`config.mk`:
```
export PLATFORM = sky130hd
export DESIGN_NAME = offset_base64_frame_encoder_core
export DESIGN_NICKNAME = d
export VERILOG_FILES = /design/src/rtl/ob64_pkg.sv /design/src/rtl/offset_base64_frame_encoder_core.sv /design/src/rtl/ob64_front.sv /design/src/rtl/ob64_fifo.sv /design/src/rtl/ob64_back.sv
export VERILOG_INCLUDE_DIRS = /design/src /design/src/rtl
export SDC_FILE = /design/constraint.sdc
export NUM_CORES = 1
export LEC_CHECK = 0
export ABC_AREA = 1
export BUFFER_PORTS_ARGS = -buffer_cell sky130_fd_sc_hd__clkbuf_2
export CAP_MARGIN = 20
export CORE_ASPECT_RATIO = 0.5
export CORE_MARGIN = 4
export CORE_UTILIZATION = 30
export CTS_BUF_LIST = sky130_fd_sc_hd__clkbuf_8
export DETAILED_ROUTE_END_ITERATION = 12
export GPL_TIMING_DRIVEN = 0
export HOLD_SLACK_MARGIN = 0.1
export SLEW_MARGIN = 25
export SYNTH_ARGS = -nofsm -noshare
export SYNTH_HDL_FRONTEND = slang
export SYNTH_SLANG_ARGS = --single-unit
```
`constraint.sdc`:
```
create_clock -name clk -period 4.55 [get_ports clk]
set_input_delay 0.455 -clock clk [delete_from_list [all_inputs] [get_ports clk]]
set_output_delay 0.455 -clock clk [all_outputs]
set_load 0.03 [all_outputs]
```
`src/rtl/offset_base64_frame_encoder_core_defines.svh`:
```
// assertion macros for the frame encoder
`ifndef OFFSET_BASE64_FRAME_ENCODER_CORE_DEFINES_SVH
`define OFFSET_BASE64_FRAME_ENCODER_CORE_DEFINES_SVH

// same-cycle implication, checked outside reset
`define OB64_ASSERT_NOW(label, ante, cons, msg) \
    label: assert property (@(posedge clk) disable iff (!rst_n) (ante) |-> (cons)) \
        else $error(msg);

// next-cycle implication, checked outside reset
`define OB64_ASSERT_NEXT(label, ante, cons, msg) \
    label: assert property (@(posedge clk) disable iff (!rst_n) (ante) |=> (cons)) \
        else $error(msg);

`endif

```
`src/rtl/ob64_pkg.sv`:
```
package ob64_pkg;

    localparam int NumSlots = 10;

    localparam logic [7:0] CharStart    = 8'h23;
    localparam logic [7:0] CharAddrBase = 8'h61;
    localparam logic [7:0] CharOffset   = 8'h3D;
    localparam logic [7:0] CharCr       = 8'h0D;

    localparam logic [NumSlots-1:0] SlotStart = 10'b00_0000_0001;
    localparam logic [NumSlots-1:0] SlotAddr  = 10'b00_0000_0010;
    localparam logic [NumSlots-1:0] SlotCmd   = 10'b00_0000_0100;
    localparam logic [NumSlots-1:0] SlotGrp0  = 10'b00_0000_1000;
    localparam logic [NumSlots-1:0] SlotGrp1  = 10'b00_0001_0000;
    localparam logic [NumSlots-1:0] SlotGrp2  = 10'b00_0010_0000;
    localparam logic [NumSlots-1:0] SlotGrp3  = 10'b00_0100_0000;
    localparam logic [NumSlots-1:0] SlotSumHi = 10'b00_1000_0000;
    localparam logic [NumSlots-1:0] SlotSumLo = 10'b01_0000_0000;
    localparam logic [NumSlots-1:0] SlotCr    = 10'b10_0000_0000;

    typedef struct packed {
        logic [NumSlots-1:0] mask;
        logic [7:0]          address;
        logic [7:0]          command;
        logic [7:0]          byte0;
        logic [7:0]          byte1;
        logic [7:0]          byte2;
    } job_t;

    typedef struct packed {
        logic full;
        logic empty;
    } fifo_status_t;

endpackage

```
`src/rtl/offset_base64_frame_encoder_core.sv`:
```
// channel   | dir | tdata                          | tuser                    | tlast
// s_axis    | in  | data_byte, command, address    | has_data, first_item     | last_item
// m_axis    | out | out_char                       | frame_end                | run_end
//
// the back end sends one character per cycle while m_axis_tready is high, and an
// item causes up to ten results (4/3 on average for plain payload bytes)
// a two-entry job queue sits between the byte packer and the character sequencer
// an item that causes no result never enters the queue
// reset clears group position, checksum, queue and output valid flag
// s_axis_tready drops only while the queue is full
`include "offset_base64_frame_encoder_core_defines.svh"

module offset_base64_frame_encoder_core
    import ob64_pkg::*;
(
    input  logic        clk,
    input  logic        rst_n,
    input  logic        s_axis_tvalid,
    output logic        s_axis_tready,
    input  logic [23:0] s_axis_tdata,  // data_byte, command, address
    input  logic [1:0]  s_axis_tuser,  // has_data, first_item
    input  logic        s_axis_tlast,
    output logic        m_axis_tvalid,
    input  logic        m_axis_tready,
    output logic [7:0]  m_axis_tdata,  // out_char
    output logic        m_axis_tuser,  // frame_end
    output logic        m_axis_tlast
);

    logic         accept;
    logic         push;
    logic         pop;
    logic         busy;
    job_t         push_job;
    job_t         head;
    fifo_status_t status;

    assign accept        = s_axis_tvalid && s_axis_tready;
    assign s_axis_tready = !status.full;

    ob64_front u_front
    (
        .clk        (clk),
        .rst_n      (rst_n),
        .accept     (accept),
        .data_byte  (s_axis_tdata[7:0]),
        .has_data   (s_axis_tuser[0]),
        .first_item (s_axis_tuser[1]),
        .last_item  (s_axis_tlast),
        .command    (s_axis_tdata[15:8]),
        .address    (s_axis_tdata[23:16]),
        .push       (push),
        .job        (push_job)
    );

    ob64_fifo u_fifo
    (
        .clk      (clk),
        .rst_n    (rst_n),
        .push     (push),
        .push_job (push_job),
        .pop      (pop),
        .head     (head),
        .status   (status)
    );

    ob64_back u_back
    (
        .clk        (clk),
        .rst_n      (rst_n),
        .head       (head),
        .head_valid (!status.empty),
        .pop        (pop),
        .busy       (busy),
        .out_valid  (m_axis_tvalid),
        .out_ready  (m_axis_tready),
        .out_char   (m_axis_tdata),
        .run_end    (m_axis_tlast),
        .frame_end  (m_axis_tuser)
    );

    `OB64_ASSERT_NOW(a_push_has_work, push, push_job.mask != '0, "empty job pushed")
    `OB64_ASSERT_NOW(a_frame_end_last, m_axis_tvalid && m_axis_tuser, m_axis_tlast, "frame end not last of run")
    `OB64_ASSERT_NEXT(a_idle_drains, !busy && status.empty && m_axis_tready, !m_axis_tvalid, "output without work")

endmodule

```
`src/rtl/ob64_front.sv`:
```
module ob64_front
    import ob64_pkg::*;
(
    input  logic       clk,
    input  logic       rst_n,
    input  logic       accept,
    input  logic [7:0] data_byte,
    input  logic       has_data,
    input  logic       first_item,
    input  logic       last_item,
    input  logic [7:0] command,
    input  logic [7:0] address,
    output logic       push,
    output job_t       job
);

    logic [1:0] pos_reg;
    logic [1:0] pos_next;
    logic [7:0] held1_reg;
    logic [7:0] held1_next;
    logic [7:0] held2_reg;
    logic [7:0] held2_next;
    logic [1:0] pos_start;
    logic [1:0] pos_mid;
    logic       grp;
    logic [7:0] b0;
    logic [7:0] b1;
    logic [7:0] b2;

    always_comb
    begin
        pos_start  = first_item ? 2'd0 : pos_reg;
        pos_mid    = pos_start;
        held1_next = held1_reg;
        held2_next = held2_reg;
        grp        = 1'b0;
        b0         = held1_reg;
        b1         = held2_reg;
        b2         = data_byte;
        if (has_data)
        begin
            case (pos_start)
                2'd0:
                begin
                    held1_next = data_byte;
                    pos_mid    = 2'd1;
                end
                2'd1:
                begin
                    held2_next = data_byte;
                    pos_mid    = 2'd2;
                end
                default:
                begin
                    grp     = 1'b1;
                    pos_mid = 2'd0;
                end
            endcase
        end
        pos_next = pos_mid;
        if (last_item)
        begin
            pos_next = 2'd0;
            if (pos_mid != 2'd0)
            begin
                grp = 1'b1;
                b0  = held1_next;
                b1  = (pos_mid == 2'd1) ? 8'h00 : held2_next;
                b2  = 8'h00;
            end
        end
    end

    assign job.mask    = {{3{last_item}}, {4{grp}}, {3{first_item}}};
    assign job.address = address;
    assign job.command = command;
    assign job.byte0   = b0;
    assign job.byte1   = b1;
    assign job.byte2   = b2;
    assign push        = accept && (job.mask != '0);

    always_ff @(posedge clk or negedge rst_n)
    begin
        if (!rst_n)
        begin
            pos_reg   <= 2'd0;
            held1_reg <= 8'h00;
            held2_reg <= 8'h00;
        end
        else if (accept)
        begin
            pos_reg   <= pos_next;
            held1_reg <= held1_next;
            held2_reg <= held2_next;
        end
    end

endmodule

```
`src/rtl/ob64_fifo.sv`:
```
module ob64_fifo
    import ob64_pkg::*;
(
    input  logic         clk,
    input  logic         rst_n,
    input  logic         push,
    input  job_t         push_job,
    input  logic         pop,
    output job_t         head,
    output fifo_status_t status
);

    job_t       entry_reg [2];
    logic       wr_ptr_reg;
    logic       rd_ptr_reg;
    logic [1:0] count_reg;
    logic [1:0] count_next;

    assign status.full  = (count_reg == 2'd2);
    assign status.empty = (count_reg == 2'd0);
    assign head         = entry_reg[rd_ptr_reg];

    always_comb
    begin
        count_next = count_reg;
        case ({push, pop})
            2'b10:   count_next = count_reg + 2'd1;
            2'b01:   count_next = count_reg - 2'd1;
            default: count_next = count_reg;
        endcase
    end

    always_ff @(posedge clk)
    begin
        if (push)
        begin
            entry_reg[wr_ptr_reg] <= push_job;
        end
    end

    always_ff @(posedge clk or negedge rst_n)
    begin
        if (!rst_n)
        begin
            wr_ptr_reg <= 1'b0;
            rd_ptr_reg <= 1'b0;
            count_reg  <= 2'd0;
        end
        else
        begin
            if (push)
            begin
                wr_ptr_reg <= ~wr_ptr_reg;
            end
            if (pop)
            begin
                rd_ptr_reg <= ~rd_ptr_reg;
            end
            count_reg <= count_next;
        end
    end

endmodule

```
`src/rtl/ob64_back.sv`:
```
module ob64_back
    import ob64_pkg::*;
(
    input  logic       clk,
    input  logic       rst_n,
    input  job_t       head,
    input  logic       head_valid,
    output logic       pop,
    output logic       busy,
    output logic       out_valid,
    input  logic       out_ready,
    output logic [7:0] out_char,
    output logic       run_end,
    output logic       frame_end
);

    job_t                job_reg;
    logic [NumSlots-1:0] mask_reg;
    logic [NumSlots-1:0] mask_next;
    logic [NumSlots-1:0] lowest;
    logic [NumSlots-1:0] remain;
    logic [11:0]         sum_reg;
    logic [11:0]         sum_next;
    logic                valid_reg;
    logic [7:0]          char_reg;
    logic                run_end_reg;
    logic                frame_end_reg;
    logic                load;
    logic                emit;
    logic [7:0]          ch;
    logic [5:0]          six;

    assign load   = !valid_reg || out_ready;
    assign emit   = load && (mask_reg != '0);
    assign lowest = mask_reg & (~mask_reg + {{(NumSlots-1){1'b0}}, 1'b1});
    assign remain = mask_reg & ~lowest;
    assign pop    = head_valid && ((mask_reg == '0) || (emit && (remain == '0)));
    assign busy   = (mask_reg != '0);

    always_comb
    begin
        six      = 6'd0;
        ch       = CharCr;
        sum_next = sum_reg;
        case (lowest)
            SlotStart:
            begin
                ch       = CharStart;
                sum_next = {4'h0, CharStart};
            end
            SlotAddr:
            begin
                ch       = CharAddrBase + job_reg.address;
                sum_next = sum_reg + {4'h0, ch};
            end
            SlotCmd:
            begin
                ch       = job_reg.command;
                sum_next = sum_reg + {4'h0, ch};
            end
            SlotGrp0:
            begin
                six      = job_reg.byte0[7:2];
                ch       = CharOffset + {2'b00, six};
                sum_next = sum_reg + {4'h0, ch};
            end
            SlotGrp1:
            begin
                six      = {job_reg.byte0[1:0], job_reg.byte1[7:4]};
                ch       = CharOffset + {2'b00, six};
                sum_next = sum_reg + {4'h0, ch};
            end
            SlotGrp2:
            begin
                six      = {job_reg.byte1[3:0], job_reg.byte2[7:6]};
                ch       = CharOffset + {2'b00, six};
                sum_next = sum_reg + {4'h0, ch};
            end
            SlotGrp3:
            begin
                six      = job_reg.byte2[5:0];
                ch       = CharOffset + {2'b00, six};
                sum_next = sum_reg + {4'h0, ch};
            end
            SlotSumHi:
            begin
                ch = CharOffset + {2'b00, sum_reg[11:6]};
            end
            SlotSumLo:
            begin
                ch = CharOffset + {2'b00, sum_reg[5:0]};
            end
            SlotCr:
            begin
                ch       = CharCr;
                sum_next = 12'h000;
            end
            default:
            begin
                ch       = CharCr;
                sum_next = sum_reg;
            end
        endcase
    end

    always_comb
    begin
        mask_next = mask_reg;
        if (emit)
        begin
            mask_next = remain;
        end
        if (pop)
        begin
            mask_next = head.mask;
        end
    end

    always_ff @(posedge clk)
    begin
        if (pop)
        begin
            job_reg <= head;
        end
        if (emit)
        begin
            char_reg      <= ch;
            run_end_reg   <= (remain == '0);
            frame_end_reg <= (lowest == SlotCr);
        end
    end

    always_ff @(posedge clk or negedge rst_n)
    begin
        if (!rst_n)
        begin
            mask_reg  <= '0;
            sum_reg   <= 12'h000;
            valid_reg <= 1'b0;
        end
        else
        begin
            mask_reg <= mask_next;
            if (emit)
            begin
                sum_reg <= sum_next;
            end
            if (load)
            begin
                valid_reg <= emit;
            end
        end
    end

    assign out_valid = valid_reg;
    assign out_char  = char_reg;
    assign run_end   = run_end_reg;
    assign frame_end = frame_end_reg;

endmodule
```
* Word-level counts from Yosys, hierarchy flattened
Memory sizes are Yosys's and may differ from the RTL's.
Cells that the tools add are included.
** Word-level totals
- Bits in registers :: 95
- Bits in writable memories :: 100
- Input port bits :: 31
- Output and inout bits :: 12
- Logic and storage cells :: 103
- Memories :: 1
** Memories
- u_fifo.entry_reg :: depth 2, bits a word 50, rd ports 1, clocked after Yosys merged registers in 0, write ports 1, RTL line ob64_fifo.sv:13 : job_t entry_reg [2];
** Cells by class
- Add/subtract/negate cells :: 16
- Eq/ne operators :: 15
- Multiplexer cells :: 26
- Bitwise logic cells :: 6
- Reductions and logical operators :: 22
** Operators by type and width (count)
- one-hot mux 12 bit (8 select lines) :: 1
- two-way mux 8 bit :: 11
- adder 12 x 8 -> 12 bit :: 6
- one-hot mux 8 bit (9 select lines) :: 1
- adder 6 x 6 -> 7 bit, first input constant :: 6
- bitwise AND 10 bit :: 2
- logical NOT 10 bit :: 2
- two-way mux 10 bit :: 2
- NOT 10 bit :: 2
- nonzero test 10 bit :: 2
- adder 10 x 1 -> 10 bit, second input constant :: 1
- == test 10 x 1 -> 1 bit, second input constant :: 1
- == test 10 bit, second input constant :: 1
- == test 10 x 2 -> 1 bit, second input constant :: 1
- == test 10 x 3 -> 1 bit, second input constant :: 1
- == test 10 x 4 -> 1 bit, second input constant :: 1
- == test 10 x 5 -> 1 bit, second input constant :: 1
- == test 10 x 6 -> 1 bit, second input constant :: 1
- == test 10 x 7 -> 1 bit, second input constant :: 1
- == test 10 x 8 -> 1 bit, second input constant :: 1
- == test 10 x 9 -> 1 bit, second input constant :: 1
- adder 7 x 8 -> 8 bit, first input constant :: 1
- one-hot mux 2 bit (2 select lines) :: 2
- nonzero test 8 bit :: 1
- other kinds (14) :: 35

* Depth between registers and ports, before layout
- Depth in word-level cells :: 11
- Gate-level depth with buffers :: 21
- Mapped depth without buffers :: 21

* By module
From an unflattened synthesis, not the netlist that was laid out.
** Unflattened totals
- Cell total of the unflattened synthesis :: 1035
- Area total of the unflattened synthesis :: 9999.6 µm²
** By module, submodules not included
- ob64_back :: times used 1, cells each 520, area an instance 4359.2 µm², sequential area each 2077.0 µm²
- ob64_fifo :: times used 1, cells each 285, area an instance 4097.7 µm², sequential area each 3103.0 µm²
- ob64_front :: times used 1, cells each 226, area an instance 1525.2 µm², sequential area each 450.4 µm²
- offset_base64_frame_encoder_core :: times used 1, cells each 4, area an instance 17.5 µm², sequential area each 0.0 µm²

* Worst setup path after synthesis
No wires, ideal clock.
- Path kind :: reg2reg
- From :: register u_fifo.count_reg[0]
- To :: memory u_fifo.entry_reg[0][0] (netlist bit) (enable)
- Setup time :: 0.444 ns
- Arrival :: 2.974 ns
- Data required time :: 4.106 ns
- Path slack :: 1.133 ns
- Cell stages (with the launch flop) :: 7
- Path buffers :: 0
- Period minus slack after synthesis :: 3.417 ns
- Path through :: dfrtp_1 > inv_1 > nand2_1 > nand2_1 > inv_1 > o31ai_1 > nor2_1
** Between the ends
- Cells in the longest elaborated chain, start to end :: 6
** RTL lines
- start: declaration :: RTL line ob64_fifo.sv:16 : logic [1:0] count_reg;
- start signal: assignment :: RTL line ob64_fifo.sv:59 : count_reg <= count_next;
- == test 2 bit :: RTL line ob64_fifo.sv:19 : assign status.full = (count_reg == 2'd2);
- logical NOT 1 bit :: RTL line offset_base64_frame_encoder_core.sv:39 : assign s_axis_tready = !status.full;
- via s_axis_tready :: RTL line offset_base64_frame_encoder_core.sv:19 : output logic s_axis_tready,
- logical AND 1 bit :: RTL line offset_base64_frame_encoder_core.sv:38 : assign accept = s_axis_tvalid && s_axis_tready;
- logical AND 1 bit :: RTL line ob64_front.sv:80 : assign push = accept && (job.mask != '0);
- two-way mux 1 bit :: RTL line ob64_fifo.sv:35 : if (push)
- two-way mux 1 bit (not written as such) :: RTL line ob64_fifo.sv:37 : entry_reg[wr_ptr_reg] <= push_job;
- end: declaration :: RTL line ob64_fifo.sv:13
The timed path passes the listed nets, and every way through them passes these cells.

* Final worst setup path
- From :: register u_back.mask_reg[0]
- To :: register u_back.sum_reg[10]
** Between the ends
- Cells in the longest elaborated chain, start to end :: 6
- Elaborated cells on any way between the ends :: 16
- Classes of those cells :: add/sub: 1; eq/ne: 8; mux: 1; bitwise: 2; reduce/logical: 4
** RTL lines
- start: declaration :: RTL line ob64_back.sv:18 : logic [NumSlots-1:0] mask_reg;
- start signal: assignment :: RTL line ob64_back.sv:143 : mask_reg <= mask_next;
- NOT 10 bit :: RTL line ob64_back.sv:35 : assign lowest = mask_reg & (~mask_reg + {{(NumSlots-1){1'b0}}, 1'b1});
- adder 10 x 1 -> 10 bit :: RTL line ob64_back.sv:35
- bitwise AND 10 bit :: RTL line ob64_back.sv:35
- == test 10 x 1 -> 1 bit (tied with other cells) :: RTL line ob64_back.sv:45 : case (lowest)
- nonzero test 8 bit (no source line)
- AND reduction 2 bit (no source line)
- end signal: assignment :: RTL line ob64_back.sv:146 : sum_reg <= sum_next;
- end: declaration :: RTL line ob64_back.sv:22 : logic [11:0] sum_reg;
Parallel ways exist; a longest one is shown, timed or not.
A chain may end at the register's enable or synchronous reset.

==> flow_summary.toml <==
[run_status]
run_status = "finished clean"

[worst_setup_path]
critical_path.top_delay_family = "simple AND/OR/NAND/NOR gates"
crit_cells = 19
r2r_start = "u_back.mask_reg[0]"
ff2ff_path_depth = 19
crit_type = "register to register"
worstPathMaxFanout = 7
critPathRequiredTime_ns = 4.92
r2r_end = "u_back.sum_reg[10]"
cp_common_cell = "nand2_1"
critPathLaunchType = "register"
cp.buffers_inverters = 1
r2r_slack_ns = 1.19
max_stage_delay_ns = 0.47
startpoint = "u_back.mask_reg[0]"
critPathCapture = "u_back.sum_reg[10]"
critPathSlowestCell = "dfrtp_1"
cp_cell_sequence = "nor2_4 > nand3_2 > nor2_2 > inv_1 > a21oi_1 > nor2_1 > nand3_1 > nor2_1 > a21oi_1 > ha_1 > a21oi_1 > nand2_1 > nand2_1 > nand3_1 > nand3_1 > xor2_1 > nor2_1 > nand2_1 > nand2_1"
cp_data_arrival_time_ns = 3.73
crit_path_end_kind = "register"

[hold_path]
hold_path_depth = 1
worstHoldStart = "s_axis_tdata[10]"
hp-class = "input pin to register"

[place]
place.gp.congestion = 0.868
place_hpwl_um = 13900
dp_cells = 1243
portBuffers = 42

[die]
die-area_sq_um = 32000
core_region_area_sq_um = 28100
fp.dieW_um = 249
io_pins = 43
initial_core_util_pct = 31.0
fp.dieH_um = 128
rows = 43

[final_layout]
fin_util_pct = 35.5
area_delta_synth_final_pct = 14.7
ff_latch_area_sq_um = 5210
multi_input_area_sq_um = 3130
mostFrequentLayoutCell = "nand2_1"
num-nets-final = 929
diodes = 0
final_cell_mix = "nand2_1 (193), edfxtp_1 (136), inv_1 (72)"
stdcell_count = 1276
drive_gt1_share_pct = 20.0
largest_reg_flops = 86
fillers = 2748

[synthesis]
ys.warnings.count = 0
synthDistinctLibCells = 49
synthesis.area_sq_um = 8710
syn_inst = 815
synth.avg_cell_area_sq_um = 10.7
synth_simple_gate_area_share_pct = 17.3
synthArstFlopShare_pct = 24.9
synth_edf_count = 136
seq_area_frac_synth_pct = 59.8
synth-seq-cells = 181
synth-compound-area-share_pct = 8.19
synth_top_family_by_area = "simple AND/OR/NAND/NOR gates"
synth_ff_type = "edfxtp_1"
synthAdderAreaFrac_pct = 2.53
synth_xor_area_share_pct = 2.11
syn_nets = 863
synth_mux_area_share_pct = 5.56

[cts]
clk-insertion-delay-late_ns = 0.48
cts_buffers = 17
root_buffer = "clkbuf_8"
cts_htree_levels = 4
clk_pin_slew_ns = 0.11
cts_tree = "done"
clock_path_buffers = 2
cts_resized = 0
cts_sinks = 181

[flow_run]
cap_violations = 0

[grt]
grt_pass1_vias = 5951
grt_pass1_wl_um = 31000
grt.total_usage_pct = 12.2
grt-ovfl-total = 0
grt_antenna_before_repair = 0
grt_max_degree = 46

[drt]
drt-vias-per-instance = 4.68
routed_wl_um = 18900
dr.first_iter.drc_count = 407
antenna_left = 0
drc = 0
drt_first_pass_iters = 5
vias = 5974
wl_per_cell_um = 14.8

[timing]
maxSlewViolCount = 0
fmax_mhz = 298
period_minus_slack_ns = 3.36
finalCritPeriodShare_pct = 73.9
worst_pin_slew_ns = 0.769
rsz0062_at_grt = "no"
maxSlewHeadroom_pct = 48.7
holdWs_ns = 0.164
setup_viol = 0
clock_skew_ns = 0.0177
hold_violations = 0
fin_setup_tns_ns = 0

[power_and_ir_drop]
p_leak_nw = 4.08
vdd_drop_max_v = 0.000251
p_per_area_nw_per_um2 = 747
-- routing by layer --
layer  GRT usage, %  share of wire (%)  wire (um)  up-vias
met2           21.4                 50       9410      130
met3           2.59                3.1        579       22
met4           3.99                1.6        307        0
li1               -                  -          -     2935
met5              0                  0          0        -
met1           15.2                 46       8600     2887
-- cell type report --
cell class	instances	share of cell area, %
Clock buffer	17	2.34
Sequential cell	181	52.1
Buffer	15	0.839
Clock inverter	15	2.13
Multi-Input combinational cell	537	31.3
Tap cell	382	4.78
Timing Repair Buffer	47	3.33
Inverter	82	3.11
-- Yosys cell counts (2+ instances only) --
| library cell | instances | area, sq um |
|---|---|---|
| nor2_4 | 6 | 67.6 |
| nand4_1 | 9 | 56.3 |
| nor2_1 | 58 | 218 |
| o21ai_1 | 3 | 15.0 |
| o22ai_1 | 10 | 62.6 |
| a21oi_1 | 23 | 115 |
| xnor2_1 | 6 | 52.6 |
| o2111ai_1 | 2 | 17.5 |
| xor2_1 | 15 | 131 |
| o21bai_1 | 3 | 22.5 |
| o21ai_2 | 9 | 78.8 |
| edfxtp_1 | 136 | 4080 |
| buf_6 | 2 | 22.5 |
| nand2_2 | 5 | 31.3 |
| nand3_2 | 4 | 40.0 |
| o21ai_0 | 65 | 325 |
| nor2_2 | 4 | 25.0 |
| nand3_1 | 29 | 145 |
| nand3b_1 | 3 | 22.5 |
| nand3_4 | 2 | 35.0 |
| mux2_2 | 43 | 484 |
| nand2_4 | 2 | 22.5 |
| clkbuf_1 | 11 | 41.3 |
| inv_1 | 72 | 270 |
| dfrtp_1 | 45 | 1130 |
| ha_1 | 16 | 200 |
| nor3_1 | 6 | 30.0 |
| nand2_1 | 193 | 724 |
| inv_2 | 8 | 30.0 |
| or2_2 | 6 | 37.5 |
-- what timing repair did --
item                      CTS  global route
hold buffers                1             0
setup buffers               0             0
hold endpoints to repair   45             0
-- worst min path at each step --
stage	end	slack (ns)
final	u_fifo.entry_reg[1][26]	0.16
after global routing	u_fifo.entry_reg[1][26]	0.12
after CTS	u_fifo.entry_reg[1][26]	0.13
after detailed placement	u_front.held2_reg[7]	0.48
after global placement	u_front.held2_reg[5]	0.47
after floorplan	u_back.mask_reg[0]	0.16
-- kinds of logic (layout without fill, tap and decap cells) --
| family | count (synthesis) | after routing |
|---|---|---|
| XOR/XNOR | 21 | 21 |
| adder cells (fa/ha/maj) | 17 | 17 |
| flip-flops | 181 | 181 |
| AO/OA/AOI/OAI | 124 | 124 |
| buffers and inverters | 97 | 176 |
| multiplexers | 43 | 43 |
| AND/OR/NAND/NOR | 332 | 332 |
-- where the power goes --
part / switching [mW] / internal [mW] / total (mW)
clock: 0.649 / 0.523 / 1.17
sequential: 0.313 / 2.55 / 2.86
combinational: 2.21 / 1.22 / 3.42
-- metrics by stage --
stage	area, sq um	total power, mW	worst slack [ns]
after floorplan	8710	5.34	1.13
after global placement	9400	6.18	-0.146
after detailed placement	9530	6.32	1.23
after CTS	9990	7.52	1.19
after global routing	9990	8.06	0.922
final	9990	7.46	1.19
Power figures use the tool's default switching activity.
